==> src/design/mafhs_pkg.sv <==
// Shared types, constants and lookup tables for the MPEG audio header sync core.
package mafhs_pkg;

  // Header pattern constants
  localparam logic [7:0] SyncByte   = 8'hFF;
  localparam logic [3:0] BadBitrate = 4'hF;
  localparam logic [1:0] VerReserved = 2'd1;
  localparam logic [1:0] LayReserved = 2'd0;
  localparam logic [1:0] VerMpeg1    = 2'd3;
  localparam logic [1:0] ModeMono    = 2'd3;

  // Header byte positions
  localparam logic [1:0] PosSync  = 2'd0;
  localparam logic [1:0] PosByte1 = 2'd1;
  localparam logic [1:0] PosByte2 = 2'd2;
  localparam logic [1:0] PosByte3 = 2'd3;

  // Field widths
  localparam int unsigned KbpsW     = 9;
  localparam int unsigned BpsW      = 19;
  localparam int unsigned RateW     = 16;
  localparam int unsigned SpfW      = 11;
  localparam int unsigned LenW      = 12;
  localparam int unsigned DividendW = 26;
  localparam int unsigned DivisorW  = RateW;
  localparam int unsigned DivSteps  = DividendW;
  localparam int unsigned DivCntW   = $clog2(DivSteps);

  localparam logic [BpsW-1:0] KbpsScale = BpsW'(1000);

  // Sequencer states
  typedef enum logic [2:0] {
    S_IDLE,
    S_RATE,
    S_PROD,
    S_DIV,
    S_OUT
  } state_e;

  // Bitrates in kbit/s: V1 L1, V1 L2, V1 L3, V2 L1, V2 L2/L3
  localparam logic [KbpsW-1:0] KbpsTab [5][16] = '{
    '{9'd0, 9'd32, 9'd64, 9'd96, 9'd128, 9'd160, 9'd192, 9'd224,
      9'd256, 9'd288, 9'd320, 9'd352, 9'd384, 9'd416, 9'd448, 9'd0},
    '{9'd0, 9'd32, 9'd48, 9'd56, 9'd64, 9'd80, 9'd96, 9'd112,
      9'd128, 9'd160, 9'd192, 9'd224, 9'd256, 9'd320, 9'd384, 9'd0},
    '{9'd0, 9'd32, 9'd40, 9'd48, 9'd56, 9'd64, 9'd80, 9'd96,
      9'd112, 9'd128, 9'd160, 9'd192, 9'd224, 9'd256, 9'd320, 9'd0},
    '{9'd0, 9'd32, 9'd48, 9'd56, 9'd64, 9'd80, 9'd96, 9'd112,
      9'd128, 9'd144, 9'd160, 9'd176, 9'd192, 9'd224, 9'd256, 9'd0},
    '{9'd0, 9'd8, 9'd16, 9'd24, 9'd32, 9'd40, 9'd48, 9'd56,
      9'd64, 9'd80, 9'd96, 9'd112, 9'd128, 9'd144, 9'd160, 9'd0}
  };

  // Sample rates by version and rate index
  localparam logic [RateW-1:0] RateTab [4][4] = '{
    '{16'd11025, 16'd12000, 16'd8000, 16'd0},
    '{16'd0, 16'd0, 16'd0, 16'd0},
    '{16'd22050, 16'd24000, 16'd16000, 16'd0},
    '{16'd44100, 16'd48000, 16'd32000, 16'd0}
  };

  // Samples per frame by version and raw layer
  localparam logic [SpfW-1:0] SpfTab [4][4] = '{
    '{11'd0, 11'd576, 11'd1152, 11'd384},
    '{11'd0, 11'd0, 11'd0, 11'd0},
    '{11'd0, 11'd576, 11'd1152, 11'd384},
    '{11'd0, 11'd1152, 11'd1152, 11'd384}
  };

  localparam logic [1:0] LayerTab [4] = '{2'd0, 2'd3, 2'd2, 2'd1};
  localparam logic [2:0] SlotTab  [4] = '{3'd0, 3'd1, 3'd1, 3'd4};

  // Check one stream byte against a header position
  function automatic logic byte_ok(input logic [1:0] pos, input logic [7:0] b);
    logic ok;
    unique case (pos)
      PosSync:  ok = (b == SyncByte);
      PosByte1: ok = (b[7:5] == 3'b111) && (b[4:3] != VerReserved) &&
                     (b[2:1] != LayReserved);
      PosByte2: ok = (b[7:4] != BadBitrate);
      default:  ok = 1'b1;
    endcase
    return ok;
  endfunction

  // Bitrate lookup in kbit/s
  function automatic logic [KbpsW-1:0] kbps_lookup(input logic [1:0] ver,
                                                   input logic [1:0] lay,
                                                   input logic [3:0] bri);
    logic [2:0] row;
    logic [KbpsW-1:0] kbps;
    if (ver == VerMpeg1) begin
      row = (lay == 2'd3) ? 3'd0 : (lay == 2'd2) ? 3'd1 : 3'd2;
    end else begin
      row = (lay == 2'd3) ? 3'd3 : 3'd4;
    end
    if (ver == VerReserved || lay == LayReserved) begin
      kbps = '0;
    end else begin
      kbps = KbpsTab[row][bri];
    end
    return kbps;
  endfunction

endpackage

==> src/design/mpeg_audio_frame_header_sync_core.sv <==
// Top level: byte-wise MPEG audio frame header scanner with field decode.
//
// One stream byte per transaction. A byte that does not complete a header
// produces an all-zero result in the cycle after it is taken, so the scanner
// runs at one byte per clock while the output side keeps up. A byte that
// completes a header has its result presented after these steps: the bitrate
// is scaled, the radix-2 divider is started on samples/8 times the bitrate,
// it runs 26 divider steps, its done flag is registered and the output
// register is loaded once the output side does not stall. A zero sample rate
// skips the divider. No new byte is taken meanwhile, so the next byte goes in
// only once the sequencer is idle again and the output side is free.
module mpeg_audio_frame_header_sync_core (
  input  logic        clk_i,
  input  logic        rst_ni,
  input  logic        in_valid_i,
  output logic        in_stall_o,
  input  logic [7:0]  stream_byte_i,
  output logic        out_valid_o,
  input  logic        out_stall_i,
  output logic        header_found_o,
  output logic [11:0] frame_length_o,
  output logic [15:0] sample_hz_o,
  output logic [10:0] samples_per_frame_o,
  output logic [18:0] bitrate_bps_o,
  output logic [1:0]  channel_count_o,
  output logic [1:0]  layer_number_o,
  output logic [1:0]  version_code_o,
  output logic        padding_bit_o
);
  import mafhs_pkg::*;

  state_e state_q, state_d;
  logic [1:0] match_q, match_d;
  logic [7:0] hdr1_q, hdr1_d;
  logic [7:0] hdr2_q, hdr2_d;
  logic [1:0] mode_q, mode_d;
  logic [BpsW-1:0] bps_q, bps_d;

  logic            out_valid_q, out_valid_d;
  logic            found_q, found_d;
  logic [LenW-1:0] len_q, len_d;
  logic [RateW-1:0] rate_q, rate_d;
  logic [SpfW-1:0] spf_q, spf_d;
  logic [BpsW-1:0] obps_q, obps_d;
  logic [1:0]      chan_q, chan_d;
  logic [1:0]      layn_q, layn_d;
  logic [1:0]      ver_q, ver_d;
  logic            pad_q, pad_d;

  logic in_accept, out_free;
  logic cur_ok, sync_ok;
  logic [1:0] eff_pos;

  logic [1:0] ver, lay, sri;
  logic [3:0] bri;
  logic       pad;
  logic [RateW-1:0] rate;
  logic [SpfW-1:0]  spf;

  logic                 div_start, div_done;
  logic [DividendW-1:0] dividend, quotient;

  // Decode the held header bytes
  assign ver  = hdr1_q[4:3];
  assign lay  = hdr1_q[2:1];
  assign bri  = hdr2_q[7:4];
  assign sri  = hdr2_q[3:2];
  assign pad  = hdr2_q[1];
  assign rate = RateTab[ver][sri];
  assign spf  = SpfTab[ver][lay];

  // Samples/8 times bitrate feeds the divider
  assign dividend = DividendW'(spf[SpfW-1:3]) * DividendW'(bps_q);

  // Handshake
  assign out_free   = !out_valid_q || !out_stall_i;
  assign in_stall_o = !((state_q == S_IDLE) && out_free);
  assign in_accept  = in_valid_i && !in_stall_o;

  // Match check: retry a failing byte as a sync byte
  assign cur_ok  = byte_ok(match_q, stream_byte_i);
  assign sync_ok = byte_ok(PosSync, stream_byte_i);
  assign eff_pos = cur_ok ? match_q : PosSync;

  mafhs_div u_div (
    .clk_i      (clk_i),
    .rst_ni     (rst_ni),
    .start_i    (div_start),
    .dividend_i (dividend),
    .divisor_i  (rate),
    .done_o     (div_done),
    .quotient_o (quotient)
  );

  // Sequencer: next state and datapath loads
  always_comb begin
    state_d     = state_q;
    match_d     = match_q;
    hdr1_d      = hdr1_q;
    hdr2_d      = hdr2_q;
    mode_d      = mode_q;
    bps_d       = bps_q;
    div_start   = 1'b0;
    out_valid_d = out_valid_q && out_stall_i;
    found_d     = found_q;
    len_d       = len_q;
    rate_d      = rate_q;
    spf_d       = spf_q;
    obps_d      = obps_q;
    chan_d      = chan_q;
    layn_d      = layn_q;
    ver_d       = ver_q;
    pad_d       = pad_q;
    unique case (state_q)
      S_IDLE: begin
        if (in_accept) begin
          if ((!cur_ok && !sync_ok) || eff_pos != PosByte3) begin
            // Non-completing byte: emit an empty result
            out_valid_d = 1'b1;
            found_d     = 1'b0;
            len_d       = '0;
            rate_d      = '0;
            spf_d       = '0;
            obps_d      = '0;
            chan_d      = '0;
            layn_d      = '0;
            ver_d       = '0;
            pad_d       = 1'b0;
            if (!cur_ok && !sync_ok) begin
              match_d = PosSync;
            end else begin
              match_d = eff_pos + 2'd1;
              if (eff_pos == PosByte1) begin
                hdr1_d = stream_byte_i;
              end
              if (eff_pos == PosByte2) begin
                hdr2_d = stream_byte_i;
              end
            end
          end else begin
            // Header complete: hold channel mode and start the length math
            mode_d  = stream_byte_i[7:6];
            match_d = PosSync;
            state_d = S_RATE;
          end
        end
      end
      S_RATE: begin
        bps_d   = BpsW'(kbps_lookup(ver, lay, bri)) * KbpsScale;
        state_d = S_PROD;
      end
      S_PROD: begin
        if (rate == '0) begin
          state_d = S_OUT;
        end else begin
          div_start = 1'b1;
          state_d   = S_DIV;
        end
      end
      S_DIV: begin
        if (div_done) begin
          state_d = S_OUT;
        end
      end
      S_OUT: begin
        if (out_free) begin
          out_valid_d = 1'b1;
          found_d     = 1'b1;
          len_d       = (rate == '0) ? '0 :
                        LenW'(quotient[LenW-1:0] + LenW'(pad ? SlotTab[lay] : 3'd0));
          rate_d      = rate;
          spf_d       = spf;
          obps_d      = bps_q;
          chan_d      = (mode_q == ModeMono) ? 2'd1 : 2'd2;
          layn_d      = LayerTab[lay];
          ver_d       = ver;
          pad_d       = pad;
          state_d     = S_IDLE;
        end
      end
      default: state_d = S_IDLE;
    endcase
  end

  // Control registers
  always_ff @(posedge clk_i or negedge rst_ni) begin
    if (!rst_ni) begin
      state_q     <= S_IDLE;
      match_q     <= PosSync;
      hdr1_q      <= '0;
      hdr2_q      <= '0;
      out_valid_q <= 1'b0;
    end else begin
      state_q     <= state_d;
      match_q     <= match_d;
      hdr1_q      <= hdr1_d;
      hdr2_q      <= hdr2_d;
      out_valid_q <= out_valid_d;
    end
  end

  // Payload registers
  always_ff @(posedge clk_i) begin
    mode_q <= mode_d;
    bps_q  <= bps_d;
    found_q <= found_d;
    len_q  <= len_d;
    rate_q <= rate_d;
    spf_q  <= spf_d;
    obps_q <= obps_d;
    chan_q <= chan_d;
    layn_q <= layn_d;
    ver_q  <= ver_d;
    pad_q  <= pad_d;
  end

  assign out_valid_o         = out_valid_q;
  assign header_found_o      = found_q;
  assign frame_length_o      = len_q;
  assign sample_hz_o         = rate_q;
  assign samples_per_frame_o = spf_q;
  assign bitrate_bps_o       = obps_q;
  assign channel_count_o     = chan_q;
  assign layer_number_o      = layn_q;
  assign version_code_o      = ver_q;
  assign padding_bit_o       = pad_q;

`ifndef ASSERT_OFF
  // Bytes are only taken by an idle sequencer
  a_accept_idle: assert property (@(posedge clk_i) disable iff (!rst_ni)
    in_accept |-> state_q == S_IDLE)
    else $error("byte accepted while the length unit is busy");
  // The match restarts while a header is being measured
  a_match_clear: assert property (@(posedge clk_i) disable iff (!rst_ni)
    state_q != S_IDLE |-> match_q == PosSync)
    else $error("match position not cleared during header processing");
  // Divider finishes only while the sequencer waits for it
  a_div_owner: assert property (@(posedge clk_i) disable iff (!rst_ni)
    div_done |-> state_q == S_DIV)
    else $error("divider finished outside the wait state");
  // A nonzero frame length needs a known sample rate
  a_len_rate: assert property (@(posedge clk_i) disable iff (!rst_ni)
    (out_valid_o && frame_length_o != '0) |-> (header_found_o && sample_hz_o != '0))
    else $error("frame length reported without a sample rate");
`endif

endmodule

==> src/design/mafhs_div.sv <==
// Radix-2 restoring divider, one quotient bit per cycle.
module mafhs_div (
  input  logic                               clk_i,
  input  logic                               rst_ni,
  input  logic                               start_i,
  input  logic [mafhs_pkg::DividendW-1:0]    dividend_i,
  input  logic [mafhs_pkg::DivisorW-1:0]     divisor_i,
  output logic                               done_o,
  output logic [mafhs_pkg::DividendW-1:0]    quotient_o
);
  import mafhs_pkg::*;

  logic                  busy_q, busy_d;
  logic                  done_q, done_d;
  logic [DivCntW-1:0]    cnt_q, cnt_d;
  logic [DividendW-1:0]  quo_q, quo_d;
  logic [DivisorW-1:0]   rem_q, rem_d;
  logic [DivisorW-1:0]   dvs_q, dvs_d;
  logic [DivisorW:0]     trial;
  logic [DivisorW:0]     diff;
  logic                  fits;

  // Shift in the next dividend bit and try a subtract
  assign trial = {rem_q, quo_q[DividendW-1]};
  assign diff  = trial - {1'b0, dvs_q};
  assign fits  = (trial >= {1'b0, dvs_q});

  always_comb begin
    busy_d = busy_q;
    done_d = 1'b0;
    cnt_d  = cnt_q;
    quo_d  = quo_q;
    rem_d  = rem_q;
    dvs_d  = dvs_q;
    if (start_i && !busy_q) begin
      busy_d = 1'b1;
      cnt_d  = '0;
      quo_d  = dividend_i;
      rem_d  = '0;
      dvs_d  = divisor_i;
    end else if (busy_q) begin
      quo_d = {quo_q[DividendW-2:0], fits};
      rem_d = fits ? diff[DivisorW-1:0] : trial[DivisorW-1:0];
      cnt_d = cnt_q + 1'b1;
      if (cnt_q == DivCntW'(DivSteps - 1)) begin
        busy_d = 1'b0;
        done_d = 1'b1;
      end
    end
  end

  // Control registers
  always_ff @(posedge clk_i or negedge rst_ni) begin
    if (!rst_ni) begin
      busy_q <= 1'b0;
      done_q <= 1'b0;
      cnt_q  <= '0;
    end else begin
      busy_q <= busy_d;
      done_q <= done_d;
      cnt_q  <= cnt_d;
    end
  end

  // Datapath registers
  always_ff @(posedge clk_i) begin
    quo_q <= quo_d;
    rem_q <= rem_d;
    dvs_q <= dvs_d;
  end

  assign done_o     = done_q;
  assign quotient_o = quo_q;

`ifndef ASSERT_OFF
  // A finished division is always preceded by a busy step
  a_done_after_busy: assert property (@(posedge clk_i) disable iff (!rst_ni)
    done_q |-> $past(busy_q))
    else $error("divider done without a busy step");
  // A start while idle leaves the unit busy with the step counter at zero
  a_cnt_start: assert property (@(posedge clk_i) disable iff (!rst_ni)
    (start_i && !busy_q) |=> (busy_q && cnt_q == '0))
    else $error("divider start did not reset the step count");
  // Done and busy never overlap
  a_done_not_busy: assert property (@(posedge clk_i) disable iff (!rst_ni)
    done_q |-> !busy_q)
    else $error("divider done while still busy");
`endif

endmodule
==> config.mk <==
export PLATFORM = sky130hd
export DESIGN_NAME = mpeg_audio_frame_header_sync_core
export DESIGN_NICKNAME = d
export VERILOG_FILES = /design/src/design/mafhs_pkg.sv /design/src/design/mpeg_audio_frame_header_sync_core.sv /design/src/design/mafhs_div.sv
export SDC_FILE = /design/constraint.sdc
export NUM_CORES = 1
export LEC_CHECK = 0
export CAP_MARGIN = 20
export CORE_UTILIZATION = 56
export CTS_CLUSTER_SIZE = 16
export DETAILED_ROUTE_END_ITERATION = 8
export DONT_BUFFER_PORTS = 1
export GPL_TIMING_DRIVEN = 0
export PLACE_DENSITY_LB_ADDON = 0.15
export SYNTH_ARGS = -nofsm -noshare
export SYNTH_HDL_FRONTEND = slang
export SYNTH_SLANG_ARGS = --single-unit
==> constraint.sdc <==
create_clock -name clk_i -period 11.6 [get_ports clk_i]
set_input_delay 1.16 -clock clk_i [delete_from_list [all_inputs] [get_ports clk_i]]
set_output_delay 1.16 -clock clk_i [all_outputs]
set_load 0.05 [all_outputs]
# ---- Word-level counts from Yosys, hierarchy flattened
# Memory sizes are Yosys's and may differ from the RTL's.
# Index checks and enable logic that the tools add are counted.
dict set report totals {
  regBits 168
  rom_bits 1152
  in_bits 12
  out_inout_bits 68
  elab_cells 186
  memories 1
}
# name words word_bits read_ports rd_clocked_by_memory_dff wr line
set mem_list {}
lappend mem_list {{(name not given)} 8 144 1 0 0 mafhs_pkg.sv:100} ;# kbps = KbpsTab[row][bri];
dict set report classes {
  addsub 4
  mul 2
  magnitude_cmp 6
  eq_ne 24
  n_mux 90
  n_bitwise 7
  n_reduce_logical 29
}
# cell count
set op_table {}
lappend op_table {{144-bit 2-to-1 mux} 2}
lappend op_table {{64-bit binary-select mux with 2-bit select} 1}
lappend op_table {{64-bit 2-to-1 mux} 2}
lappend op_table {{16-bit 2-to-1 mux} 6}
lappend op_table {{44-bit binary-select mux with 2-bit select} 1}
lappend op_table {{44-bit 2-to-1 mux} 2}
lappend op_table {{19-bit 2-to-1 mux} 3}
lappend op_table {{11-bit 2-to-1 mux} 5}
lappend op_table {{26-bit 2-to-1 mux} 2}
lappend op_table {{12-bit 2-to-1 mux} 4}
lappend op_table {{19-bit case mux with 2 select lines} 1}
lappend op_table {{9-bit binary-select mux with 4-bit select} 1}
lappend op_table {{9-bit 2-to-1 mux} 4}
lappend op_table {{3-bit 2-to-1 mux} 11}
lappend op_table {{16-bit binary-select mux with 2-bit select} 1}
lappend op_table {{16-bit case mux with 2 select lines} 1}
lappend op_table {{2-bit 2-to-1 mux} 13}
lappend op_table {{12-bit case mux with 2 select lines} 1}
lappend op_table {{8-bit by 16-bit multiplier with 23-bit output} 1}
lappend op_table {{11-bit binary-select mux with 2-bit select} 1}
lappend op_table {{11-bit case mux with 2 select lines} 1}
lappend op_table {{17-bit by 16-bit >= comparator with 1-bit output} 1}
lappend op_table {{16-bit zero test} 1}
lappend op_table {{9-bit by 7-bit multiplier with 16-bit output, second input constant} 1}
lappend op_table {{39 further kinds} 95}

# ---- Logic depth before layout (Yosys ltp)
# Gate-level depths: netlist of the first run.
dict set report depth {
  ltp_word 15
  mapped_depth 23
  mapped_depth_nobuf 22
}

# ---- By module
# A second synthesis of the first run with hierarchy kept.
dict set report unflattened {
  cells_unflattened 1014
  hier_area_um2 10998.0
}
# module n_inst cells_each area_per_inst_um2 seq_area_each_um2
set by_module_without_submodules {}
lappend by_module_without_submodules {mpeg_audio_frame_header_sync_core 1 726 7574.8 2407.3}
lappend by_module_without_submodules {mafhs_div 1 288 3423.3 1756.7}

# ---- Least setup slack after synthesis of the first run
# OpenSTA, ideal clock, no wires.
dict set report synth_path {
  kind {register -> register}
  startpoint {register hdr1_q[4]}
  endpoint {register bps_q[18] (data pin)}
  setup_ns 0.158
  t_arrival_ns 5.483
  required_ns 11.442
  slack_ns 5.959
  path_stages_with_launch 23
  n_path_buf 1
  synth_period_minus_slack_ns 5.641
  cell_sequence {dfrtp_1 -> ha_1 -> buf_2 -> inv_1 -> ha_1 -> or2_2 -> a211o_1 -> nor2_1 -> a21oi_1 -> o221ai_1 -> and3_1 -> ha_1 -> ha_1 -> inv_1 -> fa_1 -> fa_1 -> inv_1 -> ha_1 -> a21oi_1 -> o21ai_0 -> or4_1 -> a2111o_1 -> o211ai_1}
}
dict set report synth_between {
  elab_chain_len 13
  elab_cells_between_ends 15
  classes_between {mul (1); eq/ne (2); mux (9); bitwise (1); reduce/logical (1); memory (1)}
}
# element line
set synth_rtl {}
lappend synth_rtl {{from (decl)} mpeg_audio_frame_header_sync_core.sv:34} ;# logic [7:0] hdr1_q, hdr1_d;
lappend synth_rtl {{from (signal assigned)} mpeg_audio_frame_header_sync_core.sv:196} ;# hdr1_q <= hdr1_d;
lappend synth_rtl {{2-bit == test} mafhs_pkg.sv:92} ;# if (ver == VerMpeg1) begin
lappend synth_rtl {{3-bit 2-to-1 mux} mafhs_pkg.sv:92}
lappend synth_rtl {{3-bit 2-to-1 mux} mpeg_audio_frame_header_sync_core.sv:114} ;# unique case (state_q)
lappend synth_rtl {{3-bit NOT with 4-bit output (not written as such)} mafhs_pkg.sv:100}
lappend synth_rtl {{memory 8 x 144 bit} n/a}
lappend synth_rtl {{144-bit 2-to-1 mux (not written as such) (2 in a row)} mafhs_pkg.sv:100}
lappend synth_rtl {{9-bit binary-select mux with 4-bit select} mafhs_pkg.sv:100}
lappend synth_rtl {{9-bit 2-to-1 mux (not written as such) (2 in a row)} mafhs_pkg.sv:100}
lappend synth_rtl {{9-bit 2-to-1 mux (*)} mafhs_pkg.sv:97} ;# if (ver == VerReserved || lay == LayReserved) begin
lappend synth_rtl {{9-bit 2-to-1 mux (*)} mpeg_audio_frame_header_sync_core.sv:114}
lappend synth_rtl {{9-bit by 7-bit multiplier with 16-bit output (*)} mpeg_audio_frame_header_sync_core.sv:149} ;# bps_d = BpsW'(kbps_lookup(ver, lay, bri)) * KbpsScale;
lappend synth_rtl {{to (signal assigned)} mpeg_audio_frame_header_sync_core.sv:205} ;# bps_q <= bps_d;
lappend synth_rtl {{to (decl)} mpeg_audio_frame_header_sync_core.sv:37} ;# logic [BpsW-1:0] bps_q, bps_d;
# Mark *: on every way between the ends. The rest lies on a longest branch, timed or not. The select of a mux whose other input is x is not followed.
# A chain may end at the register's enable or synchronous reset.

# ---- Final worst setup path of the first run
dict set report layout_path {
  startpoint {register hdr1_q[4]}
  endpoint {register u_div.quo_q[25] (netlist: u_div.quotient_o[25]) (data pin)}
}
dict set report layout_between {
  elab_chain_len 12
  elab_cells_between_ends 19
  classes_between {mul (1); mux (15); bitwise (1); reduce/logical (2)}
}
# element line
set layout_rtl {}
lappend layout_rtl {{2-bit NOT with 3-bit output (not written as such) (*)} {mpeg_audio_frame_header_sync_core.sv:69, mpeg_audio_frame_header_sync_core.sv:70}}
lappend layout_rtl {{branches (longest 10 deep; another with 8-bit by 16-bit multiplier with 23-bit output)} n/a}
lappend layout_rtl {{26-bit 2-to-1 mux (*)} mafhs_div.sv:35} ;# if (start_i && !busy_q) begin
lappend layout_rtl {{via u_div.quo_d[25]} mafhs_div.sv:16} ;# logic [DividendW-1:0] quo_q, quo_d;
lappend layout_rtl {{to (signal assigned)} mafhs_div.sv:67} ;# quo_q <= quo_d;
lappend layout_rtl {{to (decl)} mafhs_div.sv:16}
# Mark *: on every way through the listed nets, which the timed path passes. The select of a mux whose other input is x is not followed.

==> out/results.tsv, run 1 <==
metric	value	unit
placed_area	11410	µm²
ir_worst_vdd	0.1221	mV
ys.flop_type	edfxtp_1	
yosys-top-cells-area	edfxtp_1 29%, ha_1 13%, fa_1 8.7%	
syn_inst	1086	
syn_to_final_growth	9.109	%
layout.nets	1294	
wl_per_cell	16.64	µm
wl	23160	µm
fin_worst_skew	7.529	ps
hpwlAfterDp	17700	µm
cts_max_level	4	
hp-class	input port to async pin	
fmax	148.8	MHz
critPathBufInv	3	
drive_gt1_frac	0.09187	
clock_latency	420	ps
dr.pass1.iters	5	
status	completed	
overflow	0	
dieHeight	142.2	µm
criticalPathCategory	flip-flop to flip-flop	
grt_pass1_vias	7513	
p_sw	0.4987	mW
numCtsBuffers	17	
fin_area	12010	µm²
avgSynthCellArea	10.13	µm²
leakage	5.589	nW
die_w	142.2	µm
end_kind	flip-flop	
grt_max_degree	29	
via_count	7899	
slowest_delay	850	ps
p_sw_frac	0.3217	
io_buffers	0	
worst_pin_slew	1044	ps
cts_tree	done	
mostFrequentLayoutCells	115 x ha_1, 106 x nand2_1, 106 x edfxtp_1, 100 x inv_1, 55 x nor2_1	
yosysSeqAreaShare	0.3730	
clkPwrFrac	0.359	
final_common_cell	ha_1	
utilization	0.6333	
power.density	129.1	nW/µm²
async_flop_share	0.1644	
die-area	20210	µm²
cp_top_family	adder cells	
slew_viol_final	0	
pin_count	80	
comb_power_share	0.160	
slew_headroom	0.2968	
startpoint_type	flip-flop	
cts_hold_buf	0	
setup_violations	0	
cts_sinks	146	
initial_core_util	0.5805	
viasPerCell	5.675	
rsz0062_at_grt	no	
synth_area	11000	µm²
crit_required	11770	ps
crit_arrival	6890	ps
clk_path_buf_depth	2	
yosysWarnings	0	
cap_viol_max_count	0	
synth.distinct_cells	81	
p_int	1.051	mW
root_buffer	clkbuf_16	
finalSetupTns	0	ps
post_cts_resized	0	
antenna_found_initial	0	
gp_congestion	0.8942	
cts.clk_slew.worst_paths	60	ps
slowest_stage	o21ai_0	
hold-worst-slack	432.0	ps
post-place-ws	4906	ps
detail-route-antenna-nets	0	
core	18960	µm²
drc_errors	0	
ys_ff_latch	146	
synth_top_area_cell	edfxtp_1	
final_hold_viol_count	0	
rows	50	
final.min_clock_period	6720	ps
synth_top_area_frac	0.2893	
fin_ws	4880	ps
cp_cell_sequence	inv_1 > ha_1 > nand2b_1 > o21ai_0 > clkbuf_1 > nand2_1 > fa_1 > inv_1 > fa_1 > fa_1 > ha_1 > fa_1 > a211oi_1 > nor2_1 > o211ai_1 > o21ai_0 > xnor2_1 > mux2_2	
synth_edf_count	106	
grt_util_all_layers	0.2417	
layoutNonFillerInstCount	1392	
drt_iter0_markers	715	
p_total	1.550	mW
cp_common_cell	fa_1	
seq_power_share	0.481	
grt_pass1_wl	37990	µm
postCtsSetupRepairBufs	0	
placedCellCount	1360	
antennaDiodeCount	0	
cp_max_fo	10	
period_share	0.5793	
[layer usage]
layer / GRT usage / up-vias / routed length, µm / share of wire
li1: - / 3864 / - / -
met1: 0.3456 / 3776 / 10940 / 0.47
met2: 0.3751 / 230 / 10650 / 0.46
met3: 0.04071 / 29 / 1178 / 0.051
met4: 0.07527 / 0 / 393 / 0.017
met5: 0 / - / 0 / 0
[cells in the mapped netlist, drive strengths merged, types with 10 or more instances]
cell and n:
or2 10, nor3 19, and2 45, nor2b 14, xnor2 33, a21oi 51
inv 101, nand3 15, nand2 106, edfxtp 106, mux2 22, fa 48
a21o 14, dfxtp 16, clkbuf 27, nand4 11, o21ai 48, nand2b 12
ha 115, dfrtp 24, buf 29, xor2 11, nor2 57, and3 28
[sequential cells by signal, indices dropped and copies added (netlist names)]
signal               count
bitrate_bps_o           13
bps_q                   13
channel_count_o          2
frame_length_o          12
hdr1_q                   4
hdr2_q                   7
header_found_o           1
layer_number_o           2
match_q                  2
mode_q                   2
out_valid_o              1
padding_bit_o            1
sample_hz_o             14
samples_per_frame_o      4
state_q                  3
u_div.busy_q             1
u_div.cnt_q              5
u_div.done_o             1
u_div.dvs_q             14
u_div.quotient_o        26
u_div.rem_q             16
version_code_o           2
[cell families (layout without fill, tap and decap cells)]
| logic type | Yosys count | count (layout) | synth area share |
|---|---|---|---|
| AO/OA/AOI/OAI | 209 | 209 | 0.1286 |
| XOR/XNOR | 44 | 44 | 0.03502 |
| adder cells (fa/ha/maj) | 163 | 163 | 0.2181 |
| buffers and inverters | 157 | 191 | 0.06152 |
| flip-flops | 146 | 146 | 0.3730 |
| multiplexers | 25 | 25 | 0.02524 |
| other | 1 | 13 | 0.0003408 |
| AND/OR/NAND/NOR | 341 | 341 | 0.1582 |
[layout make-up]
type | instances | area, µm²
Buffer | 56 | 297.8
Clock buffer | 18 | 429.2
Clock inverter | 14 | 161.4
Fill cell | 1561 | 6950
Inverter | 101 | 379.1
Multi-Input combinational cell | 795 | 6284
Sequential cell | 146 | 4104
Tap cell | 260 | 325.3
Timing Repair Buffer | 2 | 25.02
[worst reg2reg max path: stages, from the launching register on]
cell and delay, ps:
dfrtp_1 530, inv_1 150, ha_1 320, nand2b_1 250
o21ai_0 850, clkbuf_1 440, nand2_1 170, fa_1 550
inv_1 50, fa_1 510, fa_1 490, ha_1 350
fa_1 500, a211oi_1 250, nor2_1 120, o211ai_1 310
o21ai_0 170, xnor2_1 180, mux2_2 290
[power by group through the flow]
| stage | Combinational [mW] | Sequential (mW) | Clock, mW |
|---|---|---|---|
| finish | 0.248 | 0.746 | 0.556 |
| global route | 0.274 | 0.751 | 0.583 |
| CTS | 0.249 | 0.747 | 0.563 |
| detailed placement | 0.247 | 0.757 | 0 |
| global placement | 0.237 | 0.763 | 0 |
| floorplan | 0.187 | 0.754 | 0 |
[final timing paths]
check	startpoint	end	slack (ps)	cells after the start
worst max-delay path	hdr1_q[4]	u_div.quotient_o[25]	4880	18
worst min-delay path	rst_ni	hdr2_q[3]	430	0
worst max register to register	hdr1_q[4]	u_div.quotient_o[25]	4880	18
worst min register to register	u_div.rem_q[7]	u_div.rem_q[7]	490	2
max in group asynchronous	rst_ni	hdr2_q[2]	11080	0
min in group clk_i	u_div.rem_q[7]	u_div.rem_q[7]	490	2
No activity file was read; power rests on OpenSTA's default activity.
==> inputs of run 2 (changes only) <==
ABC_AREA = 1   (was unset)
clock period = 5.7 ns   (was 11.6 ns; I/O delays follow)
==> run 2 against run 1 <==
Against the previous run: clock power rose by 96%; critical path depth up 4; synthesized area grew 1.6%; global-route usage grew 1.0 points; first-iteration DRC count shrank 28%; routed wire length grew 5.1%; fmax increased by 25%; largest power group unchanged.
==> out/results.tsv, run 2 <==
metric	value	unit	change
status	completed		
cts.clk_slew.worst_paths	60	ps	about the same
p_int	2.529	mW	+140%
ys.flop_type	edfxtp_1		
fillCellCount	1735		+11%
wl	24340	µm	+5.1%
syn_inst	1348		+24%
grtUsageMet2	0.4018		+0.02667
grt_pass1_vias	8209		+9.3%
layout.nets	1563		+21%
cap_viol_max_count	0		unchanged
async_flop_share	0.1644		unchanged
mostFrequentLayoutCells	334 x nand2_1, 212 x inv_1, 131 x nor2_1, 112 x ha_1, 106 x edfxtp_1		
end_kind	flip-flop		
fmax	185.9	MHz	+25%
clock_latency	420	ps	about the same
criticalPathCategory	flip-flop to flip-flop		
layoutNonFillerInstCount	1666		+20%
p_sw_frac	0.4457		+0.1240
worst_pin_slew	740.6	ps	-303.2 ps
viasPerCell	5.213		-8.1%
drive_gt1_frac	0.07994		-0.01193
slowest_stage	fa_1		
power.density	370.9	nW/µm²	+190%
synth_top_area_cell	edfxtp_1		
use_met3	0.04527		+0.004558
pin_count	80		unchanged
hpwlAfterDp	19030	µm	+7.5%
p_total	4.563	mW	+190%
ir_worst_vdd	0.4485	mV	+270%
die-area	20520	µm²	+1.5%
antennaDiodeCount	0		unchanged
dr.pass1.iters	5		unchanged
placedCellCount	1627		+20%
hold-worst-slack	244.2	ps	-187.8 ps
cts_tree	done		
numCtsBuffers	17		unchanged
comb_power_share	0.279		+0.119
slew_headroom	0.5062		+0.2095
final_common_cell	nand2_1		
fin_ws	319.8	ps	-4560 ps
io_buffers	0		unchanged
avgSynthCellArea	8.291	µm²	-18%
synth_top_area_frac	0.2848		-0.004470
critPathBufInv	2		-1
dieHeight	143.3	µm	+0.77%
die_w	143.3	µm	+0.77%
cts_sinks	146		unchanged
overflow	0		unchanged
clk_path_buf_depth	2		unchanged
initial_core_util	0.5723		-0.008118
syn_to_final_growth	10.08	%	
gp_congestion	0.9064		+1.4%
final.min_clock_period	5380	ps	-1340 ps
busiest_layer	met2		
ys_ff_latch	146		unchanged
core	19530	µm²	+3.0%
yosysSeqAreaShare	0.3672		-0.005763
slowest_delay	540	ps	-310 ps
grt_pass1_wl	39970	µm	+5.2%
clkPwrFrac	0.239		-0.120
grt_util_all_layers	0.2517		+0.01001
synth_common_cells	334 x nand2_1, 215 x inv_1, 133 x nor2_1, 115 x ha_1, 106 x edfxtp_1		
p_sw	2.034	mW	+310%
detail-route-antenna-nets	0		unchanged
fin_area	12300	µm²	+2.5%
crit_arrival	5550	ps	-1340 ps
synth.distinct_cells	44		-46%
startpoint_type	flip-flop		
largest_reg_flops	26		unchanged
seq_power_share	0.482		about the same
post-place-ws	-228.1	ps	-5134 ps
cp_top_family	adder cells		
crit_required	5870	ps	-5900 ps
setup_violations	0		unchanged
period_share	0.9439		+0.3646
yosys-top-cells-area	edfxtp_1 28%, ha_1 13%, nand2_1 11%		
rows	51		+2.0%
placed_area	11600	µm²	+1.6%
grt_max_degree	42		+45%
use_met1	0.3523		+0.006751
fin_worst_skew	8.858	ps	+1.329 ps
drc_errors	0		unchanged
cp_max_fo	8		-2
yosysWarnings	0		unchanged
cp_cell_sequence	ha_4 > clkinvlp_4 > ha_4 > nor2_2 > nor2_1 > a21oi_1 > and2_1 > a21oi_1 > o21ai_0 > nand2_1 > inv_2 > fa_1 > fa_1 > fa_1 > ha_1 > ha_1 > a21oi_1 > o21ai_0 > a21o_1 > nand3_1 > nand2_1 > xor2_1		
synth_area	11180	µm²	+1.6%
final_hold_viol_count	0		unchanged
drt_iter0_markers	512		-28%
synth_edf_count	106		unchanged
finalSetupTns	0	ps	unchanged
hp-class	input port to flip-flop		
slew_viol_final	0		unchanged
cts_max_level	4		unchanged
leakage	6.340	nW	+13%
synth_most_common_cell	nand2_1		
via_count	8685		+10%
utilization	0.6300		-0.003319
wl_per_cell	14.61	µm	-12%
antenna_found_initial	0		unchanged
root_buffer	clkbuf_16		
[run 2: cell types whose count changed in the layout (fill, tap and decap cells not counted), sizes merged, moves of 27 or more]
cell | before | now
nand3 | 15 | 92
nand2 | 106 | 339
and2 | 45 | 4
nor2 | 57 | 136
inv | 103 | 227
and3 | 28 | 1
[run 2: layout make-up]
type | instances | area (µm²) | area share
clock inverter | 12 | 118.9 | 0.009662
clock buffer | 20 | 457.9 | 0.03723
tap | 265 | 331.6 | 0.02695
timing repair buffer | 9 | 115.1 | 0.009357
buffer | 44 | 271.5 | 0.02207
sequential | 146 | 4106 | 0.3338
multi-input combinational | 947 | 6060 | 0.4926
inverter | 223 | 840.8 | 0.06835
[run 2: cell families (layout without fill, tap and decap cells)]
logic type / Yosys count / after routing / share of synthesized area
simple gates: 620 / 620 / 0.2351
flops: 146 / 146 / 0.3672
buf+inv: 267 / 308 / 0.09908
other cells: 1 / 13 / 0.0003355
compound gates: 120 / 120 / 0.05923
fa+ha+maj: 163 / 163 / 0.2147
xor+xnor: 31 / 31 / 0.02429
[run 2: path summary, 6_finish.rpt]
check | startpoint | endpoint | slack (ps) | depth (start not counted)
min in group asynchronous | rst_ni | out_valid_o | 580 | 2
worst min register to register | u_div.rem_q[8] | u_div.rem_q[8] | 490 | 2
max in group asynchronous | rst_ni | hdr1_q[3] | 4940 | 2
worst max-delay path | hdr1_q[4] | bps_q[16] | 320 | 22
worst max register to register | hdr1_q[4] | bps_q[16] | 320 | 22
worst min-delay path | stream_byte_i[6] | mode_q[0] | 240 | 0
[run 2: timing repair]
action	CTS	global route
setup buffers	0	4
hold endpoints to repair	24	0
setup endpoints to repair	3	16
pin swaps	0	1
hold buffers	2	0
gates resized for setup	4	14
[run 2: power groups by stage]
stage	Sequential [mW]	Clock, mW	Combinational, mW
2_1_floorplan	2.17	0	0.979
3_5_place_dp	2.21	0	1.27
6_report	2.20	1.09	1.27
4_1_cts	2.20	1.10	1.28
3_3_place_gp	2.23	0	1.23
5_1_grt	2.22	1.15	1.47
[run 2: layer usage]
layer | vias to the layer above | share of wire
met1 | 4045 | 0.48
met5 | - | 0
met4 | 0 | 0.011
met2 | 228 | 0.46
li1 | 4386 | -
met3 | 26 | 0.050
==> inputs of run 3 (changes only) <==
clock period = 5.4 ns   (was 5.7 ns; I/O delays follow)
==> run 3 against run 2 <==
Against the previous run: routed wire length is essentially flat; final cell count rose by 0.30%; sequential power up 5%; clock power increased by 6%; critical path type unchanged; sequential cell count unchanged; critical path depth down 2; via count is 0.29% higher.
==> out/results.tsv, run 3 (synthesized netlist as in run 2, its figures left out) <==
metric	value	unit	change
cp_cell_sequence	inv_1 > ha_1 > nor2_1 > clkbuf_2 > nand2_1 > fa_1 > fa_1 > fa_1 > inv_1 > ha_1 > ha_1 > fa_1 > nand3_1 > nand2_1 > nand3_1 > nand3_1 > nand3_1 > nand2_1 > nand2_1 > nand2_1		
detail-route-antenna-nets	0		unchanged
r2r_cells	20		-9.1%
worst_pin_slew	753.2	ps	+12.51 ps
ir_worst_vdd	0.4747	mV	+5.9%
criticalPathCategory	flip-flop to flip-flop		
largest_reg_flops	26		unchanged
leakage	6.378	nW	+0.59%
antenna_found_initial	0		unchanged
die-area	20520	µm²	unchanged
seq_area	4109	µm²	about the same
wl_per_cell	14.58	µm	-0.22%
crit_required	5580	ps	-290 ps
r2r-start	hdr1_q[4]		
dr.pass1.iters	5		unchanged
hpwlAfterDp	19030	µm	unchanged
syn_to_final_growth	10.88	%	
drive_gt1_frac	0.09246		+0.01252
fin_worst_skew	10.48	ps	+1.619 ps
clock_latency	420	ps	about the same
cts_sinks	146		unchanged
slowest_delay	540	ps	about the same
dieHeight	143.3	µm	unchanged
timing.rr.end	u_div.quotient_o[25]		
fmax	194.3	MHz	+4.6%
grt_pass1_vias	8227		+0.22%
final_hold_viol_count	0		unchanged
holdPathStages	0		unchanged
clk_path_buf_depth	2		unchanged
min_from	stream_byte_i[6]		
end_kind	flip-flop		
cts.clk_slew.worst_paths	60	ps	about the same
cts_max_level	4		unchanged
crit_arrival	5320	ps	-230 ps
finalSetupTns	0	ps	unchanged
cts_tree	done		
antennaDiodeCount	0		unchanged
drt_iter0_markers	551		+7.6%
slowest_stage	fa_1		
power.density	388.6	nW/µm²	+4.8%
cap_viol_max_count	0		unchanged
hp-class	input port to flip-flop		
drc_errors	0		unchanged
fin_ws	254.5	ps	-65.25 ps
r2r_slack	250	ps	-70 ps
gp_congestion	0.9064		unchanged
seq_power_share	0.482		about the same
cp_max_fo	10		+2
status	completed		
multi_input_area	6107	µm²	+0.78%
period_share	0.9529		+0.008966
via_count	8710		+0.29%
wl_met3	1275	µm	+4.9%
wl_met1	11510	µm	-1.1%
viasPerCell	5.212		about the same
die_w	143.3	µm	unchanged
top_layer	met4		
critical_path.startpoint	hdr1_q[4]		
min_delay_worst_endpoint	mode_q[0]		
io_buffers	0		unchanged
post-place-ws	-528.1	ps	-300.0 ps
rows	51		unchanged
cp_common_cell	nand2_1		
root_buffer	clkbuf_16		
numCtsBuffers	17		unchanged
core	19530	µm²	unchanged
fillCellCount	1722		-0.75%
wl	24360	µm	about the same
grt_pass1_wl	40080	µm	+0.28%
grt_util_all_layers	0.2523		+0.0006604
final_common_cell	nand2_1		
final.min_clock_period	5145	ps	-234.8 ps
layout.nets	1568		+0.32%
slew_viol_final	0		unchanged
p_sw	2.145	mW	+5.5%
initial_core_util	0.5723		unchanged
wl_met2	11280	µm	+0.50%
p_int	2.670	mW	+5.6%
startpoint_type	flip-flop		
overflow	0		unchanged
setup_violations	0		unchanged
slew_headroom	0.4979		-0.008337
comb_power_share	0.279		about the same
mostFrequentLayoutCells	331 x nand2_1, 210 x inv_1, 130 x nor2_1, 111 x ha_1, 106 x edfxtp_1		
pin_count	80		unchanged
clkPwrFrac	0.239		about the same
p_sw_frac	0.4455		about the same
grt_max_degree	42		unchanged
p_total	4.815	mW	+5.5%
run 3: cell types whose count changed in the layout (fill, tap and decap cells not counted), sizes merged:
cell | before | now
clkbuf | 32 | 31
buf | 40 | 46
run 3: what timing repair did:
action,CTS,global route
buffers inserted,0,9
gates resized for setup,15,28
hold buffers,2,0
endpoints found under the setup margin,15,15
endpoints found under the hold margin,24,0
pin swaps,0,4
run 3: how the worst max path moves through the flow:
stage | end | slack (ps) | cells after the start
finish | u_div.quotient_o[25] | 250 | 20
global route | u_div.quotient_o[25] | -9 | 21
CTS | u_div.quotient_o[25] | 30 | 22
detailed placement | bps_q[16] | -530 | 22
global placement | bps_q[16] | -440 | 22
floorplan | bps_q[16] | 250 | 22
run 3: worst max-delay path: cells and delay by family, from the launching register on:
family / cells / cell delay (ps)
simple gates: 10 / 1160
fa+ha+maj: 7 / 2820
buf+inv: 3 / 470
flops: 1 / 430
run 3: power groups by stage:
stage          registers (mW)  clock network [mW]  logic [mW]
6_report                 2.32                1.15        1.35
5_1_grt                  2.34                1.21        1.55
4_1_cts                  2.32                1.16        1.35
3_5_place_dp             2.34                   0        1.34
3_3_place_gp             2.36                   0        1.30
2_1_floorplan            2.29                   0        1.03
run 3: cell type report:
| class | instances | share of cell area |
|---|---|---|
| multi-input combinational | 947 | 0.4928 |
| sequential | 146 | 0.3316 |
| inverter | 223 | 0.06785 |
| clock buffer | 20 | 0.03695 |
| tap | 265 | 0.02676 |
| buffer | 44 | 0.02211 |
| timing repair buffer | 14 | 0.01232 |
| clock inverter | 12 | 0.009592 |
run 3: layer usage:
metal / vias up / GRT usage
li1: 4396 / -
met3: 27 / 0.04527
met5: - / 0
met4: 0 / 0.06775
met2: 248 / 0.4023
met1: 4039 / 0.3538
run 3: stage by stage:
stage               cell area, µm²  hold WS (ps)  instances    util
floorplan                    11220         244.4       1360       -
global placement             11550         245.1       1625  0.5916
detailed placement           11600         244.9       1627  0.5941
CTS                          12260         196.9       1661  0.6277
global route                 12390         190.5       1671  0.6346
finish                       12390         212.4       1671  0.6346
